**src/rtl/core/pcldt_pkg.sv**
```systemverilog
// Shared constants and types for the pc/line delta table encoder.
// Used by pcldt_ctrl, pcldt_dp and pc_line_delta_table_encoder_core.
package pcldt_pkg;

    localparam int MAX_ADVANCE_BYTES = 59;
    localparam int PC_BITS           = 32;
    localparam int LINE_BITS         = 31;
    localparam int DELTA_BITS        = 32;
    localparam int BYTE_BITS         = 8;

    localparam int ADV_STEP_MAX = 127;
    localparam int ADV_LIMIT    = MAX_ADVANCE_BYTES * ADV_STEP_MAX;
    localparam int HALF_W       = $clog2(ADV_LIMIT + 1);

    localparam logic [BYTE_BITS-1:0] BYTE_PAD      = 8'd129;
    localparam logic [BYTE_BITS-1:0] BYTE_ZERO     = 8'd0;
    localparam logic [BYTE_BITS-1:0] BYTE_NEG_BASE = 8'd64;

    localparam logic REQ_RECORD = 1'b0;
    localparam logic REQ_END    = 1'b1;

    localparam logic [2:0] IDX_ESC = 3'd0;
    localparam logic [2:0] IDX_B3  = 3'd1;
    localparam logic [2:0] IDX_B2  = 3'd2;
    localparam logic [2:0] IDX_B1  = 3'd3;
    localparam logic [2:0] IDX_B0  = 3'd4;

    typedef struct packed {
        logic take;
        logic emit_one;
        logic emit_adv;
        logic emit_line;
    } t_cmd;

    typedef struct packed {
        logic pad;
        logic err;
        logic rec_ok;
        logic has_adv;
        logic adv_done;
        logic line_done;
        logic out_free;
    } t_status;

endpackage

```
**src/rtl/core/pcldt_ctrl.sv**
```systemverilog
// Sequencer for the pc/line delta table encoder.
// Depends on pcldt_pkg for the command and status structs.
module pcldt_ctrl import pcldt_pkg::*; (
    input  logic    i_clk,
    input  logic    i_rst_n,
    input  logic    i_valid,
    output logic    o_stall,
    input  t_status i_status,
    output t_cmd    o_cmd
);

    localparam logic [1:0] ST_IDLE = 2'd0;
    localparam logic [1:0] ST_ONE  = 2'd1;
    localparam logic [1:0] ST_ADV  = 2'd2;
    localparam logic [1:0] ST_LINE = 2'd3;

    logic [1:0] r_state;
    logic [1:0] n_state;

    assign o_stall = (r_state != ST_IDLE);

    always_comb begin
        n_state          = r_state;
        o_cmd            = '0;
        o_cmd.take       = i_valid && (r_state == ST_IDLE);
        unique case (r_state)
            ST_IDLE: begin
                if (o_cmd.take) begin
                    if (i_status.pad || i_status.err) begin
                        n_state = ST_ONE;
                    end else if (i_status.rec_ok) begin
                        n_state = i_status.has_adv ? ST_ADV : ST_LINE;
                    end
                end
            end
            ST_ONE: begin
                if (i_status.out_free) begin
                    o_cmd.emit_one = 1'b1;
                    n_state        = ST_IDLE;
                end
            end
            ST_ADV: begin
                if (i_status.out_free) begin
                    o_cmd.emit_adv = 1'b1;
                    if (i_status.adv_done) begin
                        n_state = ST_LINE;
                    end
                end
            end
            ST_LINE: begin
                if (i_status.out_free) begin
                    o_cmd.emit_line = 1'b1;
                    if (i_status.line_done) begin
                        n_state = ST_IDLE;
                    end
                end
            end
            default: n_state = ST_IDLE;
        endcase
    end

    always_ff @(posedge i_clk) begin
        if (!i_rst_n) begin
            r_state <= ST_IDLE;
        end else begin
            r_state <= n_state;
        end
    end

endmodule

```
**src/rtl/core/pcldt_dp.sv**
```systemverilog
// Datapath for the pc/line delta table encoder: state, classification,
// advance counter, line delta bytes and the output register. Uses pcldt_pkg.
module pcldt_dp import pcldt_pkg::*; (
    input  logic                  i_clk,
    input  logic                  i_rst_n,
    input  logic                  i_req_type,
    input  logic [31:0]           i_pc,
    input  logic [LINE_BITS-1:0]  i_line,
    input  logic                  i_skip,
    input  t_cmd                  i_cmd,
    output t_status               o_status,
    output logic                  o_valid,
    input  logic                  i_stall,
    output logic [BYTE_BITS-1:0]  o_table_byte,
    output logic                  o_last,
    output logic                  o_error
);

    localparam logic [PC_BITS-1:0]  PC_STEP      = PC_BITS'(2);
    localparam logic [PC_BITS-2:0]  ADV_LIMIT_PC = (PC_BITS-1)'(ADV_LIMIT);
    localparam logic [HALF_W-1:0]   STEP_MAX_H   = HALF_W'(ADV_STEP_MAX);
    localparam logic signed [DELTA_BITS-1:0] DELTA_HI = DELTA_BITS'(64);
    localparam logic signed [DELTA_BITS-1:0] DELTA_LO = -DELTA_BITS'(64);

    logic [PC_BITS-1:0]    r_prev_pc;
    logic [LINE_BITS-1:0]  r_prev_line;
    logic                  r_count_odd;

    logic [HALF_W-1:0]     r_halves;
    logic [DELTA_BITS-1:0] r_delta;
    logic                  r_long;
    logic [2:0]            r_idx;
    logic [BYTE_BITS-1:0]  r_one_byte;
    logic                  r_one_err;

    logic                  r_out_valid;
    logic [BYTE_BITS-1:0]  r_out_byte;
    logic                  r_out_last;
    logic                  r_out_err;

    logic [PC_BITS-1:0]           pc_m;
    logic [PC_BITS-1:0]           pc_diff;
    logic [PC_BITS-2:0]           halves_in;
    logic signed [DELTA_BITS-1:0] delta_in;
    logic                         is_rec;
    logic                         backward;
    logic                         too_far;
    logic [6:0]                   adv_step;
    logic [BYTE_BITS-1:0]         line_byte;
    logic                         emit;
    logic [BYTE_BITS-1:0]         emit_byte;
    logic                         emit_last;
    logic                         emit_err;

    assign pc_m      = i_pc[PC_BITS-1:0];
    assign pc_diff   = pc_m - r_prev_pc;
    assign halves_in = pc_diff[PC_BITS-1:1];
    assign delta_in  = $signed({1'b0, i_line}) - $signed({1'b0, r_prev_line});
    assign is_rec    = (i_req_type == REQ_RECORD) && !i_skip && (i_line != r_prev_line);
    assign backward  = pc_m < r_prev_pc;
    assign too_far   = halves_in > ADV_LIMIT_PC;

    assign adv_step = (r_halves < STEP_MAX_H) ? r_halves[6:0] : 7'(ADV_STEP_MAX);

    always_comb begin
        if (r_long) begin
            case (r_idx)
                IDX_ESC: line_byte = BYTE_ZERO;
                IDX_B3:  line_byte = r_delta[31:24];
                IDX_B2:  line_byte = r_delta[23:16];
                IDX_B1:  line_byte = r_delta[15:8];
                default: line_byte = r_delta[7:0];
            endcase
        end else if ($signed(r_delta) > 0) begin
            line_byte = r_delta[7:0];
        end else begin
            line_byte = BYTE_NEG_BASE - r_delta[7:0];
        end
    end

    always_comb begin
        o_status.pad       = (i_req_type == REQ_END) && r_count_odd;
        o_status.err       = is_rec && (backward || too_far);
        o_status.rec_ok    = is_rec && !backward && !too_far;
        o_status.has_adv   = (halves_in != '0);
        o_status.adv_done  = (r_halves <= STEP_MAX_H);
        o_status.line_done = !r_long || (r_idx == IDX_B0);
        o_status.out_free  = !r_out_valid || !i_stall;
    end

    assign emit = i_cmd.emit_one || i_cmd.emit_adv || i_cmd.emit_line;

    always_comb begin
        emit_byte = line_byte;
        emit_last = o_status.line_done;
        emit_err  = 1'b0;
        if (i_cmd.emit_one) begin
            emit_byte = r_one_byte;
            emit_last = 1'b1;
            emit_err  = r_one_err;
        end else if (i_cmd.emit_adv) begin
            emit_byte = {1'b1, adv_step};
            emit_last = 1'b0;
        end
    end

    always_ff @(posedge i_clk) begin
        if (!i_rst_n) begin
            r_prev_pc   <= '0;
            r_prev_line <= '0;
            r_count_odd <= 1'b0;
            r_out_valid <= 1'b0;
        end else begin
            if (i_cmd.take && o_status.rec_ok) begin
                r_prev_pc   <= pc_m + PC_STEP;
                r_prev_line <= i_line;
            end
            if (emit && !emit_err) begin
                r_count_odd <= !r_count_odd;
            end
            if (emit) begin
                r_out_valid <= 1'b1;
            end else if (!i_stall) begin
                r_out_valid <= 1'b0;
            end
        end
    end

    always_ff @(posedge i_clk) begin
        if (i_cmd.take) begin
            r_one_byte <= o_status.err ? BYTE_ZERO : BYTE_PAD;
            r_one_err  <= o_status.err;
            if (o_status.rec_ok) begin
                r_halves <= halves_in[HALF_W-1:0];
                r_delta  <= delta_in;
                r_long   <= (delta_in > DELTA_HI) || (delta_in < DELTA_LO);
                r_idx    <= IDX_ESC;
            end
        end
        if (i_cmd.emit_adv) begin
            r_halves <= r_halves - HALF_W'(adv_step);
        end
        if (i_cmd.emit_line) begin
            r_idx <= r_idx + 3'd1;
        end
        if (emit) begin
            r_out_byte <= emit_byte;
            r_out_last <= emit_last;
            r_out_err  <= emit_err;
        end
    end

    assign o_valid      = r_out_valid;
    assign o_table_byte = r_out_byte;
    assign o_last       = r_out_last;
    assign o_error      = r_out_err;

endmodule

```
**src/rtl/core/pc_line_delta_table_encoder_core.sv**
```systemverilog
// pc/line delta table encoder: top level joining pcldt_ctrl and pcldt_dp.
// The first table byte of a transaction is registered in the output register from
// an emit state. N = bytes emitted (0..64), one byte per cycle while i_stall is low;
// the advance counter sets N for long gaps. o_stall holds new input until all are out.
// Reset (i_rst_n low, synchronous) clears last pc, last line, parity and output valid.
module pc_line_delta_table_encoder_core import pcldt_pkg::*; (
    input  logic                 i_clk,
    input  logic                 i_rst_n,
    input  logic                 i_valid,
    output logic                 o_stall,
    input  logic                 i_req_type,
    input  logic [31:0]          i_pc,
    input  logic [LINE_BITS-1:0] i_line,
    input  logic                 i_skip,
    output logic                 o_valid,
    input  logic                 i_stall,
    output logic [BYTE_BITS-1:0] o_table_byte,
    output logic                 o_last,
    output logic                 o_error
);

    t_cmd    cmd;
    t_status status;

    pcldt_ctrl u_ctrl (
        .i_clk    (i_clk),
        .i_rst_n  (i_rst_n),
        .i_valid  (i_valid),
        .o_stall  (o_stall),
        .i_status (status),
        .o_cmd    (cmd)
    );

    pcldt_dp u_dp (
        .i_clk        (i_clk),
        .i_rst_n      (i_rst_n),
        .i_req_type   (i_req_type),
        .i_pc         (i_pc),
        .i_line       (i_line),
        .i_skip       (i_skip),
        .i_cmd        (cmd),
        .o_status     (status),
        .o_valid      (o_valid),
        .i_stall      (i_stall),
        .o_table_byte (o_table_byte),
        .o_last       (o_last),
        .o_error      (o_error)
    );

endmodule

```
**config.mk**
```make
export PLATFORM = sky130hd
export DESIGN_NAME = pc_line_delta_table_encoder_core
export DESIGN_NICKNAME = d
export VERILOG_FILES = /design/src/rtl/core/pcldt_pkg.sv /design/src/rtl/core/pcldt_ctrl.sv /design/src/rtl/core/pcldt_dp.sv /design/src/rtl/core/pc_line_delta_table_encoder_core.sv
export SDC_FILE = /design/constraint.sdc
export NUM_CORES = 1
export LEC_CHECK = 0
export BUFFER_PORTS_ARGS = -buffer_cell sky130_fd_sc_hd__buf_2
export CAP_MARGIN = 20
export CORE_ASPECT_RATIO = 1.2
export CORE_MARGIN = 3
export CORE_UTILIZATION = 40
export CTS_CLUSTER_DIAMETER = 60
export DETAILED_ROUTE_END_ITERATION = 6
export PLACE_DENSITY = 0.65
export SYNTH_ARGS = -nofsm -noshare
export SYNTH_HDL_FRONTEND = slang
export SYNTH_SLANG_ARGS = --single-unit
export TNS_END_PERCENT = 100
```
**constraint.sdc**
```tcl
create_clock -name i_clk -period 4.43 [get_ports i_clk]
set_input_delay 0.6645 -clock i_clk [delete_from_list [all_inputs] [get_ports i_clk]]
set_output_delay 0.6645 -clock i_clk [all_outputs]
set_load 0.1 [all_outputs]
```
Word-level counts from Yosys, hierarchy flattened

Index checks and enable logic that the tools add are counted.

Flip-flop bits (word level): 135
Input bits: 69
Output and inout bits: 12
Logic and storage cells: 111

Add/sub/neg operators: 6
$lt $le $gt $ge: 7
Equality and inequality tests: 16
Mux-type cells: 31
Bitwise gates (word level): 1
Reduce and logical (&&, ||, !) cells: 36

Operators with widths:

| kind                    | count |
|---|---|
| $mux W8                 | 5 |
| $mux W13                | 3 |
| $add A32 B2 Y32 const B | 1 |
| $gt A32 B1 Y1 const B   | 1 |
| $gt A32 B8 Y1 const B   | 1 |
| $lt A32 B32 Y1          | 1 |
| $lt A32 B7 Y1 const B   | 1 |
| $pmux W8 S4             | 1 |
| $sub A31 B31 Y32        | 1 |
| $sub A32 B32 Y32        | 1 |
| $gt A31 B13 Y1 const B  | 1 |
| $ne A31 B31 Y1          | 1 |
| $reduce_bool A31 Y1     | 1 |
| $mux W2                 | 8 |
| $le A13 B7 Y1 const B   | 1 |
| $lt A13 B7 Y1 const B   | 1 |
| $sub A13 B7 Y13         | 1 |
| $ne A2 B2 Y1 const B    | 5 |
| $reduce_bool A2 Y1      | 5 |
| $logic_and A1 B1 Y1     | 9 |
| $mux W1                 | 9 |
| $mux W3                 | 3 |
| $logic_not A1 Y1        | 8 |
| $pmux W2 S4             | 1 |
| other kinds (16)        | 27 |

Depth between registers and ports, before layout

Word-level depth: 9
Mapped depth: 17
Mapped depth without buffers: 15

Modules after synthesis

Synthesis repeated with hierarchy kept, for this count alone.

Cells, all modules: 1376
Area total of the unflattened synthesis: 10880.4 um^2

Modules (own cells, without submodules):

| module     | instances | cells an instance | area an instance (um^2) | sequential area each (um^2) |
|---|---|---|---|---|
| pcldt_dp   | 1         | 1352              | 10701.5                 | 3133.0 |
| pcldt_ctrl | 1         | 24                | 178.9                   | 40.0 |

Least setup slack after synthesis

No wires, ideal clock.

Path kind: input port to flip-flop
Start: input i_pc[0]
End: register u_dp.r_halves[0] (enable)
Library setup time: 0.356 ns
Data arrival time: 3.990 ns
Setup slack: 0.084 ns
Stages: 16
Buffers on the path: 2
Path through: nand2b_1 > inv_1 > fa_1 > nor2b_1 > o31ai_2 > a211oi_1 > a31oi_2 > nor2_2 > mux2_4 > a2111oi_4 > nand4_1 > nor4_4 > nand4_2 > buf_6 > buf_2 > nand2_1

Word-level cells in the longest chain between the ends: 6

RTL lines:

| item                                                           | line                                   | text |
|---|---|---|
| start: declaration                                             | pc_line_delta_table_encoder_core.sv:12 | `input logic [31:0] i_pc,` |
| $sub A32 B32 Y32 / $lt A32 B32 Y1 (equally long branches)      | pcldt_dp.sv:56, pcldt_dp.sv:60         |  |
| $gt A31 B13 Y1 / $logic_not A1 Y1 (equally long branches)      | pcldt_dp.sv:61, pcldt_dp.sv:84         |  |
| $logic_not A1 Y1 / $logic_and A1 B1 Y1 (equally long branches) | pcldt_dp.sv:84                         | `o_status.rec_ok = is_rec && !backward && !too_far;` |
| $logic_and A1 B1 Y1 *                                          | pcldt_dp.sv:84                         |  |
| $reduce_bool A2 Y1 (no line) *                                 | n/a                                    |  |
| $reduce_and A2 Y1 (no line) *                                  | n/a                                    |  |
| end signal: assignment                                         | pcldt_dp.sv:134                        | `r_halves <= halves_in[HALF_W-1:0];` |
| end signal: assignment                                         | pcldt_dp.sv:141                        | `r_halves <= r_halves - HALF_W'(adv_step);` |
| end: declaration                                               | pcldt_dp.sv:29                         | `logic [HALF_W-1:0] r_halves;` |

Every way passes the cells marked *; elsewhere a longest branch is shown, timed or not.
A chain may end at the register's enable or synchronous reset.

Final worst setup path

Start: input i_pc[0]
End: register u_dp.r_prev_pc[31]

Word-level cells in the longest chain between the ends: 5

RTL lines:

| item                                                           | line                           | text |
|---|---|---|
| $sub A32 B32 Y32 / $lt A32 B32 Y1 (equally long branches)      | pcldt_dp.sv:56, pcldt_dp.sv:60 |  |
| $gt A31 B13 Y1 / $logic_not A1 Y1 (equally long branches)      | pcldt_dp.sv:61, pcldt_dp.sv:84 |  |
| $logic_not A1 Y1 / $logic_and A1 B1 Y1 (equally long branches) | pcldt_dp.sv:84                 |  |
| $logic_and A1 B1 Y1                                            | pcldt_dp.sv:84                 |  |
| $logic_and A1 B1 Y1                                            | pcldt_dp.sv:114                | `if (i_cmd.take && o_status.rec_ok) begin` |
| end signal: assignment                                         | pcldt_dp.sv:115                | `r_prev_pc <= pc_m + PC_STEP;` |
| end: declaration                                               | pcldt_dp.sv:25                 | `logic [PC_BITS-1:0] r_prev_pc;` |

Parallel ways exist; a longest one is shown, timed or not.

==> impl_metrics.ini <==
[synth]
ys_top_cells_by_count = 146 x nand2_1, 116 x a21oi_1, 97 x inv_1, 91 x nor2_1, 70 x ha_1
synth_flop_cell = dfxtp_1
async_reset_ff_frac = 0
synth_top_cell_by_area = edfxtp_1
yosys_warnings = 0
yosys.area_share.adder = 0.0927
synth_area_mm2 = 0.00988
synth.area.mux_share = 0.00873
syn_inst = 1214
yosys.area_share.simple = 0.209
synth-seq-cells = 128
syn_nets = 1355
syn_area_per_cell_um2 = 8.14
yosys.area_share.xor_xnor = 0.0727
synth_top_family_by_area = compound AO/OA/AOI/OAI gates
synth-compound-area-share = 0.234
synth_top_area_frac = 0.185
synth_most_common_cell = nand2_1
synth_enable_flop_cells = 61
synth_area_leaders = edfxtp_1 19%, dfxtp_1 14%, ha_1 8.9%
yosysSeqAreaShare = 0.321
synth_cell_types = 75

[worst_setup_path]
timing_worst_setup_path_type = input pin to register
cp.arrival_ns = 4.31
r2r.worst_path.cells = 16
end_kind = register
cp_max_fo = 93
worstPathRequired_ns = 4.75
startpoint_type = input pin

[placed_design]
dpl-instance-area_mm2 = 0.0107
post-dp-hpwl_um = 19300
place.gp.congestion = 0.913
port_buffers = 80

[clock_tree]
cts_resized = 0
cts_made_buffers = 17
postCtsSetupBuffers = 0
clock_sinks = 128
worstSkewPairLatency_ns = 0.43
cts_tree = built
clockBufferDepth = 2
clk_pin_slew_ns = 0.06
htree_num_levels = 4
root_buffer = clkbuf_16
cts_hold_buf = 0

[finish]
drive_above_1_share = 0.135
fillers = 2390
nNetsFinal = 1434
area_delta_synth_final_pct = 14.1
utilization = 0.468
n_antenna_cell = 0
final_area_mm2 = 0.0113

[sta]
rsz0062_at_grt = no
slew_headroom = 0.363
final.min_clock_period_ns = 3.99
setup_viol_count_final = 0
post-route-period-util = 0.901
clock_skew_ns = 0.0138
timing.fmax_ghz = 0.251
finalHoldViolCount = 0
tightest_slew_ns = 0.949
finalSetupTns_ns = 0
maxSlewViolCount = 0

[power]
intPower_mw = 2.23
powerDensity_mw_per_mm2 = 278
pwr-share-comb = 0.161
swShare = 0.288
p_leak_nw = 4.14
p_sw_mw = 0.904
pwr-share-seq = 0.398
peakVddDrop_v = 0.000265
clkPwrFrac = 0.442

[worst_hold_path]
holdPathStages = 2
worstHoldPathType = register to register

[floorplanning]
pin_count = 81
fp.dieH_um = 178
row_count = 62
initial_utilization = 0.410
dieArea_mm2 = 0.0266
coreArea_mm2 = 0.0241
fp.dieW_um = 150

[global_route]
grt_pass1_wl_um = 41100
grt_start_max_net_pins = 94
antenna_found_initial = 0
gr-usage-all-layers = 0.189
grt.overflow.total = 0
grt_pass1_vias = 8321

[detailed_routing]
drt-total-wl_um = 25000
drtIter0Drc = 566
postRouteAntennaNets = 0
routed_via_density = 5.43
route.detailed.drc = 0
vias = 8830
drt_pre_antenna_iters = 5
wire_per_inst_um = 15.4

[status]
status = finished, final reports clean

[run]
cap_violations = 0
-- power by group through the flow --
stage	sequential (mW)	combinational, mW	clock (mW)
2_1_floorplan	1.28	0.333	0
3_3_place_gp	1.27	0.495	0
3_5_place_dp	1.27	0.499	0
4_1_cts	1.25	0.502	1.41
5_1_grt	1.25	0.559	1.46
6_report	1.25	0.504	1.39
-- metrics by stage --
step	setup WS [ns]	instances	hold WS, ns	total power, mW
6_report	0.438	1626	0.449	3.14
5_1_grt	0.165	1626	0.470	3.27
4_1_cts	0.384	1626	0.451	3.16
3_5_place_dp	0.00399	1594	0.443	1.77
3_3_place_gp	0.104	1594	0.438	1.77
2_1_floorplan	0.0842	1214	0.432	1.61
-- flip-flops by register name, summed over array words and instances (netlist names), 2 cells and up --
name	flops
u_dp.r_delta	32
u_dp.r_halves	13
u_ctrl.r_state	2
u_dp.r_prev_pc	32
u_dp.r_prev_line	31
u_dp.r_idx	3
u_dp.o_table_byte	8
-- cells in the final DEF (no fill, tap or decap), types with 13 or more instances in the layout --
| cell | instances |
|---|---|
| nor2b_1 | 13 |
| nand2_1 | 146 |
| xor2_1 | 35 |
| a211oi_2 | 16 |
| edfxtp_1 | 61 |
| a21oi_1 | 116 |
| nand3_1 | 40 |
| nor2_1 | 91 |
| buf_4 | 27 |
| buf_2 | 80 |
| nor3_1 | 34 |
| ha_1 | 70 |
| a21o_1 | 24 |
| and3_1 | 17 |
| nor4_1 | 15 |
| o21ai_0 | 67 |
| clkbuf_16 | 17 |
| nand4_1 | 15 |
| xnor2_1 | 47 |
| inv_1 | 96 |
| dfxtp_1 | 67 |
| a211oi_1 | 23 |
-- final timing paths --
check	start	endpoint	slack [ns]
setup / recovery	i_pc[0]	u_dp.r_prev_pc[31]$_SDFFE_PN0P_	0.44
hold / removal	u_dp.r_prev_line[6]$_SDFFE_PN0P_	u_dp.r_prev_line[6]$_SDFFE_PN0P_	0.45
setup reg to reg	u_dp.r_prev_pc[0]$_SDFFE_PN0P_	u_dp.r_prev_pc[31]$_SDFFE_PN0P_	0.49
hold reg to reg	u_dp.r_prev_line[6]$_SDFFE_PN0P_	u_dp.r_prev_line[6]$_SDFFE_PN0P_	0.45
-- cell families after synthesis --
logic type               after synthesis
AND/OR/NAND/NOR                      430
multiplexers                           8
adder cells (fa/ha/maj)               72
AO/OA/AOI/OAI                        347
XOR/XNOR                              82
buffers and inverters                147
flip-flops                           128
-- metal layers --
metal / GRT usage / part of all wire / wire length, µm
met5: 0 / 0 / 0
met4: 0.0588 / 0.016 / 388
met3: 0.0264 / 0.041 / 1030
met2: 0.330 / 0.50 / 12500
met1: 0.242 / 0.44 / 11100
-- cell type report --
type | instances | area, µm² | share of cell area
clock buffers | 17 | 425 | 0.0377
clock inverters | 15 | 146 | 0.0130
inverters | 97 | 364 | 0.0323
multi-input cells | 939 | 6110 | 0.542
flip-flops and latches | 128 | 3170 | 0.281
well taps | 320 | 400 | 0.0355
repair buffers | 110 | 663 | 0.0588
-- critical path: stages --
cell       delay, ns
buf_2           0.08
nand2b_1        0.18
inv_1           0.09
fa_1            0.40
nor2b_1         0.19
o31ai_2         0.09
a211oi_1        0.26
a31oi_2         0.17
nor2_2          0.17
mux2_4          0.33
a2111oi_4       0.29
nand4_1         0.18
nor4_4          0.34
buf_4           0.19
nand4_4         0.10
buf_12          0.26
a211oi_1        0.31
(Power assumes the default switching activity.)
